`config.mk`:
```
export PLATFORM = sky130hd
export DESIGN_NAME = overwrite_ring_event_log
export DESIGN_NICKNAME = d
export VERILOG_FILES = /design/src/rtl/core/orel_pkg.sv /design/src/rtl/core/overwrite_ring_event_log.sv /design/src/rtl/core/orel_ctrl.sv /design/src/rtl/core/orel_dp.sv
export SDC_FILE = /design/constraint.sdc
export NUM_CORES = 1
export LEC_CHECK = 0
export BUFFER_PORTS_ARGS = -buffer_cell sky130_fd_sc_hd__buf_4
export CAP_MARGIN = 20
export CORE_UTILIZATION = 60
export CTS_CLUSTER_SIZE = 14
export DETAILED_ROUTE_END_ITERATION = 10
export GPL_TIMING_DRIVEN = 0
export PLACE_DENSITY = 0.85
export SYNTH_ARGS = -nofsm -noshare
export SYNTH_HDL_FRONTEND = slang
export SYNTH_SLANG_ARGS = --single-unit
```
`constraint.sdc`:
```
create_clock -name clk_i -period 5.2 [get_ports clk_i]
set_input_delay 1.04 -clock clk_i [delete_from_list [all_inputs] [get_ports clk_i]]
set_output_delay 1.04 -clock clk_i [all_outputs]
set_load 0.02 [all_outputs]
```
`src/rtl/core/orel_pkg.sv`:
```
`default_nettype none
package orel_pkg;

  localparam int unsigned DataW    = 32;
  localparam int unsigned CapW     = 5;
  localparam int unsigned CapMin   = 2;
  localparam int unsigned CapReset = 16;
  localparam int unsigned RegIdxW  = 1;

  localparam logic [RegIdxW-1:0] REG_CAPACITY = 1'b0;

  typedef enum logic [1:0] {
    CMD_ADD    = 2'd0,
    CMD_REMOVE = 2'd1,
    CMD_LIST   = 2'd2
  } cmd_e;

  typedef enum logic [1:0] {
    ST_VALUE  = 2'd0,
    ST_EMPTY  = 2'd1,
    ST_HIDDEN = 2'd2
  } status_e;

  typedef struct packed {
    logic wr;
    logic rd_head;
    logic rd_ptr;
    logic pop;
    logic load_ptr;
    logic emit;
    logic emit_empty;
    logic emit_hide;
    logic emit_last;
  } dp_cmd_t;

  typedef struct packed {
    logic empty;
    logic head_last;
    logic ptr_last;
  } dp_stat_t;

endpackage
`default_nettype wire

```
`src/rtl/core/overwrite_ring_event_log.sv`:
```
// Ring event log that keeps up to capacity-1 entries and drops the oldest when full.
// Command channel: an item (cmd_i, value_i) is taken at a rising edge with start high
// and busy low. Add stores value_i and gives no result. Remove gives one result with
// the oldest entry, an empty status, or a hidden status for a stored -1. List gives
// every held entry oldest first, last_o marking the final one, or one empty status.
// Result channel: done_o marks a beat of status_o, entry_o and last_o for one cycle;
// the receiver cannot hold it off, and every beat is taken at the end of that cycle.
// A result appears the cycle after its command is taken (registered read of
// the entry memory). Add and remove may come every cycle while busy is low.
// List holds busy high while it walks the ring, one memory read and one beat per
// cycle, and no new command is taken until its final entry has been read.
// Configuration: capacity at byte address 0 over the APB port; a write empties the log.
// Write only while the log is idle. Values below 2 act as 2, above DEPTH as DEPTH.
// Reset: head and tail return to zero (empty log) and capacity to 16; entry memory is
// not cleared and needs no clearing pass.
`default_nettype none
module overwrite_ring_event_log #(
  parameter int unsigned DEPTH = 16
) (
  input  wire logic                          clk_i,
  input  wire logic                          rst_ni,
  input  wire logic                          start,
  output logic                               busy,
  input  wire logic [1:0]                    cmd_i,
  input  wire logic [orel_pkg::DataW-1:0]    value_i,
  output logic                               done_o,
  output logic [1:0]                         status_o,
  output logic [orel_pkg::DataW-1:0]         entry_o,
  output logic                               last_o,
  input  wire logic                          psel,
  input  wire logic                          penable,
  input  wire logic                          pwrite,
  input  wire logic [2:0]                    paddr,
  input  wire logic [31:0]                   pwdata,
  output logic [31:0]                        prdata,
  output logic                               pready
);

  logic [orel_pkg::CapW-1:0] cap_q;
  logic                      reg_sel, cfg_wr;
  orel_pkg::dp_cmd_t         dp_cmd;
  orel_pkg::dp_stat_t        dp_stat;

  assign pready  = 1'b1;
  assign reg_sel = (paddr[2 +: orel_pkg::RegIdxW] == orel_pkg::REG_CAPACITY);
  assign cfg_wr  = psel && penable && pwrite && pready && reg_sel;
  assign prdata  = reg_sel ? 32'(cap_q) : '0;

  always_ff @(posedge clk_i or negedge rst_ni) begin
    if (!rst_ni) begin
      cap_q <= orel_pkg::CapW'(orel_pkg::CapReset);
    end else if (cfg_wr) begin
      cap_q <= pwdata[orel_pkg::CapW-1:0];
    end
  end

  orel_ctrl u_ctrl (
    .clk_i    (clk_i),
    .rst_ni   (rst_ni),
    .start    (start),
    .cmd_i    (cmd_i),
    .stat_i   (dp_stat),
    .dp_cmd_o (dp_cmd),
    .busy     (busy)
  );

  orel_dp #(
    .DEPTH (DEPTH)
  ) u_dp (
    .clk_i     (clk_i),
    .rst_ni    (rst_ni),
    .dp_cmd_i  (dp_cmd),
    .value_i   (value_i),
    .cap_i     (cap_q),
    .cfg_clr_i (cfg_wr),
    .stat_o    (dp_stat),
    .done_o    (done_o),
    .status_o  (status_o),
    .entry_o   (entry_o),
    .last_o    (last_o)
  );

endmodule
`default_nettype wire

```
`src/rtl/core/orel_ctrl.sv`:
```
`default_nettype none
module orel_ctrl (
  input  wire logic               clk_i,
  input  wire logic               rst_ni,
  input  wire logic               start,
  input  wire logic [1:0]         cmd_i,
  input  orel_pkg::dp_stat_t      stat_i,
  output orel_pkg::dp_cmd_t       dp_cmd_o,
  output logic                    busy
);

  localparam logic S_IDLE = 1'b0;
  localparam logic S_LIST = 1'b1;

  logic state_q, state_d;
  orel_pkg::cmd_e cmd;

  assign cmd  = orel_pkg::cmd_e'(cmd_i);
  assign busy = (state_q == S_LIST);

  always_comb begin
    state_d  = state_q;
    dp_cmd_o = '0;
    unique case (state_q)
      S_IDLE: begin
        if (start) begin
          case (cmd)
            orel_pkg::CMD_ADD: begin
              dp_cmd_o.wr = 1'b1;
            end
            orel_pkg::CMD_REMOVE: begin
              dp_cmd_o.emit      = 1'b1;
              dp_cmd_o.emit_last = 1'b1;
              if (stat_i.empty) begin
                dp_cmd_o.emit_empty = 1'b1;
              end else begin
                dp_cmd_o.rd_head   = 1'b1;
                dp_cmd_o.pop       = 1'b1;
                dp_cmd_o.emit_hide = 1'b1;
              end
            end
            orel_pkg::CMD_LIST: begin
              dp_cmd_o.emit = 1'b1;
              if (stat_i.empty) begin
                dp_cmd_o.emit_empty = 1'b1;
                dp_cmd_o.emit_last  = 1'b1;
              end else begin
                dp_cmd_o.rd_head   = 1'b1;
                dp_cmd_o.load_ptr  = 1'b1;
                dp_cmd_o.emit_last = stat_i.head_last;
                if (!stat_i.head_last) begin
                  state_d = S_LIST;
                end
              end
            end
            default: begin
            end
          endcase
        end
      end
      S_LIST: begin
        dp_cmd_o.rd_ptr    = 1'b1;
        dp_cmd_o.emit      = 1'b1;
        dp_cmd_o.emit_last = stat_i.ptr_last;
        if (stat_i.ptr_last) begin
          state_d = S_IDLE;
        end
      end
      default: begin
        state_d = S_IDLE;
      end
    endcase
  end

  always_ff @(posedge clk_i or negedge rst_ni) begin
    if (!rst_ni) begin
      state_q <= S_IDLE;
    end else begin
      state_q <= state_d;
    end
  end

endmodule
`default_nettype wire

```
`src/rtl/core/orel_dp.sv`:
```
`default_nettype none
module orel_dp #(
  parameter int unsigned DEPTH = 16
) (
  input  wire logic                          clk_i,
  input  wire logic                          rst_ni,
  input  orel_pkg::dp_cmd_t                  dp_cmd_i,
  input  wire logic [orel_pkg::DataW-1:0]    value_i,
  input  wire logic [orel_pkg::CapW-1:0]     cap_i,
  input  wire logic                          cfg_clr_i,
  output orel_pkg::dp_stat_t                 stat_o,
  output logic                               done_o,
  output logic [1:0]                         status_o,
  output logic [orel_pkg::DataW-1:0]         entry_o,
  output logic                               last_o
);

  localparam int unsigned IW  = $clog2(DEPTH);
  localparam int unsigned DW  = $clog2(DEPTH + 1);
  localparam int unsigned EW  = (DW > orel_pkg::CapW) ? DW : orel_pkg::CapW;
  localparam logic [EW-1:0] CAP_LO = EW'(orel_pkg::CapMin);
  localparam logic [EW-1:0] CAP_HI = EW'(DEPTH);

  logic [orel_pkg::DataW-1:0] mem [DEPTH];
  logic [orel_pkg::DataW-1:0] rdata_q;
  logic [IW-1:0] head_q, head_d, tail_q, tail_d, ptr_q, ptr_d, raddr;
  logic [IW-1:0] head_nx, tail_nx, ptr_nx;
  logic [EW-1:0] cap_ext, ecap;
  logic done_q, empty_q, hide_q, last_q;
  orel_pkg::status_e status;

  always_comb begin
    cap_ext = EW'(cap_i);
    if (cap_ext < CAP_LO) begin
      ecap = CAP_LO;
    end else if (cap_ext > CAP_HI) begin
      ecap = CAP_HI;
    end else begin
      ecap = cap_ext;
    end
  end

  function automatic logic [IW-1:0] next_idx(input logic [IW-1:0] i, input logic [EW-1:0] k);
    logic [EW-1:0] s;
    s = EW'(i) + EW'(1);
    return (s >= k) ? '0 : s[IW-1:0];
  endfunction

  assign head_nx = next_idx(head_q, ecap);
  assign tail_nx = next_idx(tail_q, ecap);
  assign ptr_nx  = next_idx(ptr_q, ecap);

  assign stat_o.empty     = (head_q == tail_q);
  assign stat_o.head_last = (head_nx == tail_q);
  assign stat_o.ptr_last  = (ptr_nx == tail_q);

  assign raddr = dp_cmd_i.rd_head ? head_q : ptr_q;

  always_comb begin
    head_d = head_q;
    tail_d = tail_q;
    ptr_d  = ptr_q;
    if (cfg_clr_i) begin
      head_d = '0;
      tail_d = '0;
    end else if (dp_cmd_i.wr) begin
      tail_d = tail_nx;
      if (tail_nx == head_q) begin
        head_d = head_nx;
      end
    end else if (dp_cmd_i.pop) begin
      head_d = head_nx;
    end
    if (dp_cmd_i.load_ptr) begin
      ptr_d = head_nx;
    end else if (dp_cmd_i.rd_ptr) begin
      ptr_d = ptr_nx;
    end
  end

  always_ff @(posedge clk_i) begin
    if (dp_cmd_i.wr) begin
      mem[tail_q] <= value_i;
    end
    if (dp_cmd_i.rd_head || dp_cmd_i.rd_ptr) begin
      rdata_q <= mem[raddr];
    end
  end

  always_ff @(posedge clk_i or negedge rst_ni) begin
    if (!rst_ni) begin
      head_q  <= '0;
      tail_q  <= '0;
      ptr_q   <= '0;
      done_q  <= 1'b0;
      empty_q <= 1'b0;
      hide_q  <= 1'b0;
      last_q  <= 1'b0;
    end else begin
      head_q  <= head_d;
      tail_q  <= tail_d;
      ptr_q   <= ptr_d;
      done_q  <= dp_cmd_i.emit;
      empty_q <= dp_cmd_i.emit_empty;
      hide_q  <= dp_cmd_i.emit_hide;
      last_q  <= dp_cmd_i.emit_last;
    end
  end

  always_comb begin
    if (empty_q) begin
      status = orel_pkg::ST_EMPTY;
    end else if (hide_q && (rdata_q == '1)) begin
      status = orel_pkg::ST_HIDDEN;
    end else begin
      status = orel_pkg::ST_VALUE;
    end
  end

  assign done_o   = done_q;
  assign status_o = status;
  assign entry_o  = (status == orel_pkg::ST_VALUE) ? rdata_q : '0;
  assign last_o   = last_q;

endmodule
`default_nettype wire

```
==> results of run 1 <==
path summary, 6_finish.rpt:
kind	from	end
max in group asynchronous	rst_ni	cap_q[4]
min reg2reg	cap_q[0]	cap_q[0]
min	rst_ni	cap_q[3]
max reg2reg	u_dp.head_q[0]	u_dp.rdata_q[29]
max	u_dp.rdata_q[13]	entry_o[12]
min in group clk_i	cap_q[0]	cap_q[0]
registers in the layout, summed over array words and instances, names as in the netlist:
signal and flops:
u_dp.mem 512, u_dp.rdata_q 32, cap_q 5, u_dp.head_q 4, u_dp.ptr_q 4, u_dp.tail_q 4
u_ctrl.busy 1, u_dp.done_o 1, u_dp.empty_q 1, u_dp.hide_q 1, u_dp.last_o 1
stage by stage:
| stage | hold slack, ns | utilization (%) | std cells |
|---|---|---|---|
| 4_1_cts | 0.345 | 70.8 | 2191 |
| 2_1_floorplan | 0.460 | - | 1468 |
| 3_3_place_gp | 0.481 | 65.0 | 2066 |
| 5_1_grt | 0.363 | 70.8 | 2191 |
| 3_5_place_dp | 0.479 | 66.4 | 2091 |
| 6_report | 0.351 | 70.8 | 2192 |
cell usage after synthesis (all sizes together) (3+ instances only):
| cell | instances |
|---|---|
| a211o | 3 |
| a211oi | 33 |
| a21oi | 10 |
| a22oi | 3 |
| a31oi | 9 |
| and2 | 33 |
| and3 | 6 |
| buf | 68 |
| clkbuf | 40 |
| dfrtp | 21 |
| edfxtp | 544 |
| ha | 22 |
| inv | 16 |
| mux2 | 96 |
| mux2i | 137 |
| nand2 | 37 |
| nand2b | 5 |
| nand3 | 12 |
| nand4 | 10 |
| nor2 | 31 |
| nor2b | 39 |
| nor3 | 36 |
| nor3b | 3 |
| nor4 | 3 |
| o21ai | 43 |
| o22ai | 97 |
| or2 | 4 |
| or3 | 31 |
| xnor2 | 10 |
| xor2 | 5 |
report_power, final:
group	internal [uW]	total [uW]	switching [uW]
clock	2090	3740	1650
sequential	5380	5560	180
combinational	1860	4840	2980
total	9330	14100	4820
worst max-delay path, stage by stage, from the launching register on:
cell	delay, ns
edfxtp_1	0.42
nand4_1	0.26
nor4_1	0.76
a31oi_1	0.50
clkbuf_1	0.48
and2_1	0.31
buf_4	0.16
cell families after synthesis:
kind of cell,Yosys count,share of synthesized area [%]
other,2,0.0323
AND/OR/NAND/NOR,254,5.90
adder cells (fa/ha/maj),24,1.27
AO/OA/AOI/OAI,222,6.21
XOR/XNOR,16,0.694
flip-flops,566,72.6
multiplexers,233,10.6
buffers and inverters,125,2.70
routing by layer:
metal,share of wire (%),GRT usage [%],up-vias
met5,0.021,0,-
met3,10,5.61,180
li1,-,-,5979
met4,4.5,12.9,2
met2,49,48.9,927
met1,36,37.6,6847
area by class of cell:
type                       instances  area, um2  area share (%)
antenna                            1       2.50         0.00931
buffer                           108        563            2.10
clock buffer                      66       1420            5.28
clock inverter                    34        258           0.959
inverter                          17       63.8           0.237
multi-input combinational        777       5960            22.2
sequential                       566      16900            62.8
tap                              511        639            2.38
timing repair buffer             112       1080            4.03
==> results.json, run 1 <==
{
  "path_max_fanout": 10,
  "fin_area_um2": 26900,
  "max_freq_ghz": 0.222,
  "place_area_um2": 25200,
  "viasPerCell": 6.36,
  "synth_seq_area_share_pct": 72.6,
  "dpl.hpwl_um": 36800,
  "drc": 0,
  "worst_slew_pin_slew_ns": 1.01,
  "grt_max_degree": 23,
  "r2r_setup_slack_ns": 1.31,
  "ant_nets": 0,
  "area_growth_pct": 15.6,
  "rsz0062_at_grt": "no",
  "fin_tns_setup_ns": 0,
  "ctsHoldBuffers": 0,
  "worstSkewPairLatency_ns": 0.58,
  "fin_ws_ns": 0.698,
  "wl_per_cell_um": 25.9,
  "crit_required_ns": 4.16,
  "reg2regPathDepth": 10,
  "die_h_um": 199,
  "netlist_instances": 1442,
  "synth_ff_type": "edfxtp_1",
  "die_w_um": 199,
  "cap_viol_max_count": 0,
  "critPathKind": "reg -> out",
  "synth-edff-count": 544,
  "port_buffers": 87,
  "cts_setup_buffers": 0,
  "ys_ff_latch": 566,
  "rows": 71,
  "drtIter0Drc": 1579,
  "synth_top_area_share_pct": 70.3,
  "setup_violations": 0,
  "antenna_found_initial": 2,
  "ir_worst_vdd_mv": 0.287,
  "hold_viol_final": 0,
  "maxSlewHeadroom_pct": 30.5,
  "yosysTopAreaCell": "edfxtp_1",
  "worstHoldPathType": "in -> async",
  "cts.reportedPaths.clkPinSlew_ns": 0.06,
  "gp_congestion": 0.844,
  "vias": 13900,
  "initial_utilization_pct": 61.3,
  "yosysUniqueCellTypes": 65,
  "drt_wl_total_um": 56900,
  "cts_tree": "built",
  "power.total_uw": 14100,
  "cts_buffer_depth": 3,
  "async_reset_ff_share_pct": 3.89,
  "synth.avg_cell_area_um2": 16.1,
  "io_pins": 145,
  "grt_util_all_layers_pct": 29.3,
  "fill_cells": 2245,
  "final_cell_mix": "edfxtp_1, mux2i_1, buf_4, o22ai_1, mux2_2",
  "fin_nets": 1733,
  "fin_crit_sh_pct": 86.6,
  "cts_resized": 0,
  "netlist_area_um2": 23300,
  "core-area_um2": 37900,
  "finClkSkew_ns": 0.0124,
  "grt_pass1_vias": 14000,
  "powerDensity_nw_per_um2": 526,
  "p_leak_uw": 0.00958,
  "netlist_top_cells_area": "edfxtp_1, mux2i_1, mux2_2",
  "min_period_ns": 4.50,
  "dr.pass1.iters": 5,
  "numCtsBuffers": 54,
  "grt_first_pass_wirelength_um": 83700,
  "htreeDepth": 2,
  "drive_above_1_share_pct": 20.2,
  "cp-end-kind": "output port",
  "grt-ovfl-total": 0,
  "yosys_warnings": 0,
  "crit_arrival_ns": 3.46,
  "maxSlewViolCount": 0,
  "mostFrequentLayoutCell": "edfxtp_1",
  "run_status": "finished clean",
  "die_area_um2": 39500,
  "startpoint_type": "flip-flop",
  "clkSinkCount": 566,
  "clockRootBuffer": "clkbuf_16",
  "dpl_worst_slack_ns": 0.593
}
Note: power is estimated with default switching activity, not from simulation.
==> inputs of run 2 (changes only) <==
Settings changed: BUFFER_PORTS_ARGS -buffer_cell sky130_fd_sc_hd__buf_4 to -buffer_cell sky130_fd_sc_hd__buf_2, PLACE_DENSITY 0.85 to 0.79.
Clock period 5.2 ns to 4.85 ns, I/O delays scaled along.
==> run 2 against run 1 <==
Effect of this change:
- clock skew grew 0.0054 ns
- via count shrank 2.6%
- utilization shrank 0.73 points
- clock power grew 6.1%
- sequential share of layout area grew 0.65 points
- count of clock-buffer cells in the layout shrank 3
- final area shrank 1.0%
- cell count is essentially flat
- non-clock buffer count is the same
- worst hold slack lost 0.0072 ns
- sequential power grew 7.2%
- critical path type unchanged
==> results.json, run 2 (synthesis results as in run 1) <==
{
  "grt_first_pass_wirelength_um": 82100,
  "grt_max_degree": 25,
  "cts_setup_buffers": 0,
  "wl_per_cell_um": 25.3,
  "grt_pass1_vias": 13500,
  "fill_cells": 2420,
  "initial_utilization_pct": 61.3,
  "numCtsBuffers": 53,
  "mostFrequentLayoutCell": "edfxtp_1",
  "cts_resized": 0,
  "area_growth_pct": 14.4,
  "die_area_um2": 39500,
  "run_status": "finished clean",
  "viasPerCell": 6.19,
  "worst_slew_pin_slew_ns": 1.02,
  "hold_viol_final": 0,
  "cts_buffer_depth": 3,
  "met3_length_um": 4730,
  "setup_violations": 0,
  "fin_ws_ns": 0.728,
  "place_area_um2": 25000,
  "core-area_um2": 37900,
  "antenna_found_initial": 1,
  "worstHoldPathType": "in -> async",
  "slowest_stage": "nor4_1",
  "path_max_fanout": 10,
  "crit_buf_inv": 2,
  "dpl_worst_slack_ns": 0.304,
  "p_leak_uw": 0.00951,
  "crit_required_ns": 3.88,
  "startpoint_type": "flip-flop",
  "max_freq_ghz": 0.243,
  "whs_ns": 0.344,
  "maxSlewViolCount": 0,
  "port_buffers": 87,
  "ant_nets": 0,
  "clkSinkCount": 566,
  "gp_congestion": 0.899,
  "worstPathCellList": "nand4_1, nor4_1, a31oi_1, clkbuf_1, and2_1, buf_2",
  "final_cell_mix": "edfxtp_1, mux2i_1, buf_2, o22ai_1, mux2_2",
  "fin_area_um2": 26600,
  "cts.reportedPaths.clkPinSlew_ns": 0.06,
  "fin_crit_sh_pct": 85.0,
  "cap_viol_max_count": 0,
  "ir_worst_vdd_mv": 0.354,
  "grt_util_all_layers_pct": 28.7,
  "largestRegisters": "u_dp.mem (512), u_dp.rdata_q (32), cap_q (5)",
  "finClkSkew_ns": 0.0178,
  "largest_register_ffs": 512,
  "cts_tree": "built",
  "place_inst": 2091,
  "drtIter0Drc": 1386,
  "wl_met2_um": 27500,
  "die_w_um": 199,
  "grt-ovfl-total": 0,
  "clockRootBuffer": "clkbuf_16",
  "drc": 0,
  "dr.pass1.iters": 5,
  "routed.top_layer": "met4",
  "vias": 13600,
  "drt_wl_total_um": 55300,
  "die_h_um": 199,
  "worstSkewPairLatency_ns": 0.60,
  "crit_arrival_ns": 3.15,
  "fin_nets": 1732,
  "powerDensity_nw_per_um2": 563,
  "dpl.hpwl_um": 35800,
  "wl_met1_um": 21600,
  "cp-end-kind": "output port",
  "top_register": "u_dp.mem",
  "drive_above_1_share_pct": 19.8,
  "crit_family": "simple AND/OR/NAND/NOR gates",
  "ctsHoldBuffers": 0,
  "fin_cells": 2190,
  "rsz0062_at_grt": "no",
  "io_pins": 145,
  "min_period_ns": 4.12,
  "rows": 71,
  "critPathKind": "reg -> out",
  "maxSlewHeadroom_pct": 29.9,
  "htreeDepth": 2,
  "cpPeakStageDelay_ns": 0.55
}
==> run 2: cell count changes in the layout (fill, tap and decap cells not counted), sizes merged <==
cell	change
inv	+2
bufinv	+1
clkinvlp	-6
clkinv	+4
clkbuf	-3
==> run 2: final timing paths <==
kind,cells after the start,slack [ns],to,from
max,6,0.73,entry_o[11],u_dp.rdata_q[21]
min,1,0.34,cap_q[0],rst_ni
max reg2reg,10,1.01,u_dp.rdata_q[31],u_dp.head_q[0]
min reg2reg,2,0.51,cap_q[0],cap_q[0]
max in group asynchronous,1,4.14,cap_q[4],rst_ni
min in group clk_i,2,0.51,cap_q[0],cap_q[0]
==> run 2: final cells by class <==
class	count	area, um2	share of cell area, %
Antenna cell	1	2.50	0.00941
Buffer	108	563	2.12
Clock buffer	63	1360	5.13
Clock inverter	35	275	1.04
Inverter	17	63.8	0.240
Multi-Input combinational cell	777	5960	22.4
Sequential cell	566	16900	63.5
Tap cell	511	639	2.40
Timing Repair Buffer	112	842	3.17
==> run 2: worst register-to-register path, cell delays in order (launching register included) <==
cell and delay (ns):
dfrtp_1 0.40, buf_2 0.19, xnor2_2 0.18, a41oi_2 0.27, mux2i_2 0.57, buf_2 0.34, buf_2 0.36, buf_2 0.49
mux2i_1 0.26, o22ai_1 0.11, or3_1 0.39
==> run 2: where the power goes <==
part	switching (uW)	internal [uW]	leakage [uW]
logic	3160	1880	0.00351
clock network	1750	2220	0.000808
registers	191	5770	0.00519
total	5100	9870	0.00951
==> run 2: stage by stage <==
step	power, uW	TNS (ns)	utilization [%]
5_1_grt	15500	0	70.1
3_3_place_gp	10800	-412.35	64.4
3_5_place_dp	11000	0	65.8
2_1_floorplan	9350	0	-
6_report	15000	0	70.1
4_1_cts	14900	0	70.1
==> run 2: per-layer routing <==
metal | global-route usage, % | vias to the layer above
met5 | 0 | -
met4 | 8.63 | 0
met3 | 5.65 | 114
met2 | 48.6 | 688
met1 | 37.7 | 6798
li1 | - | 5966
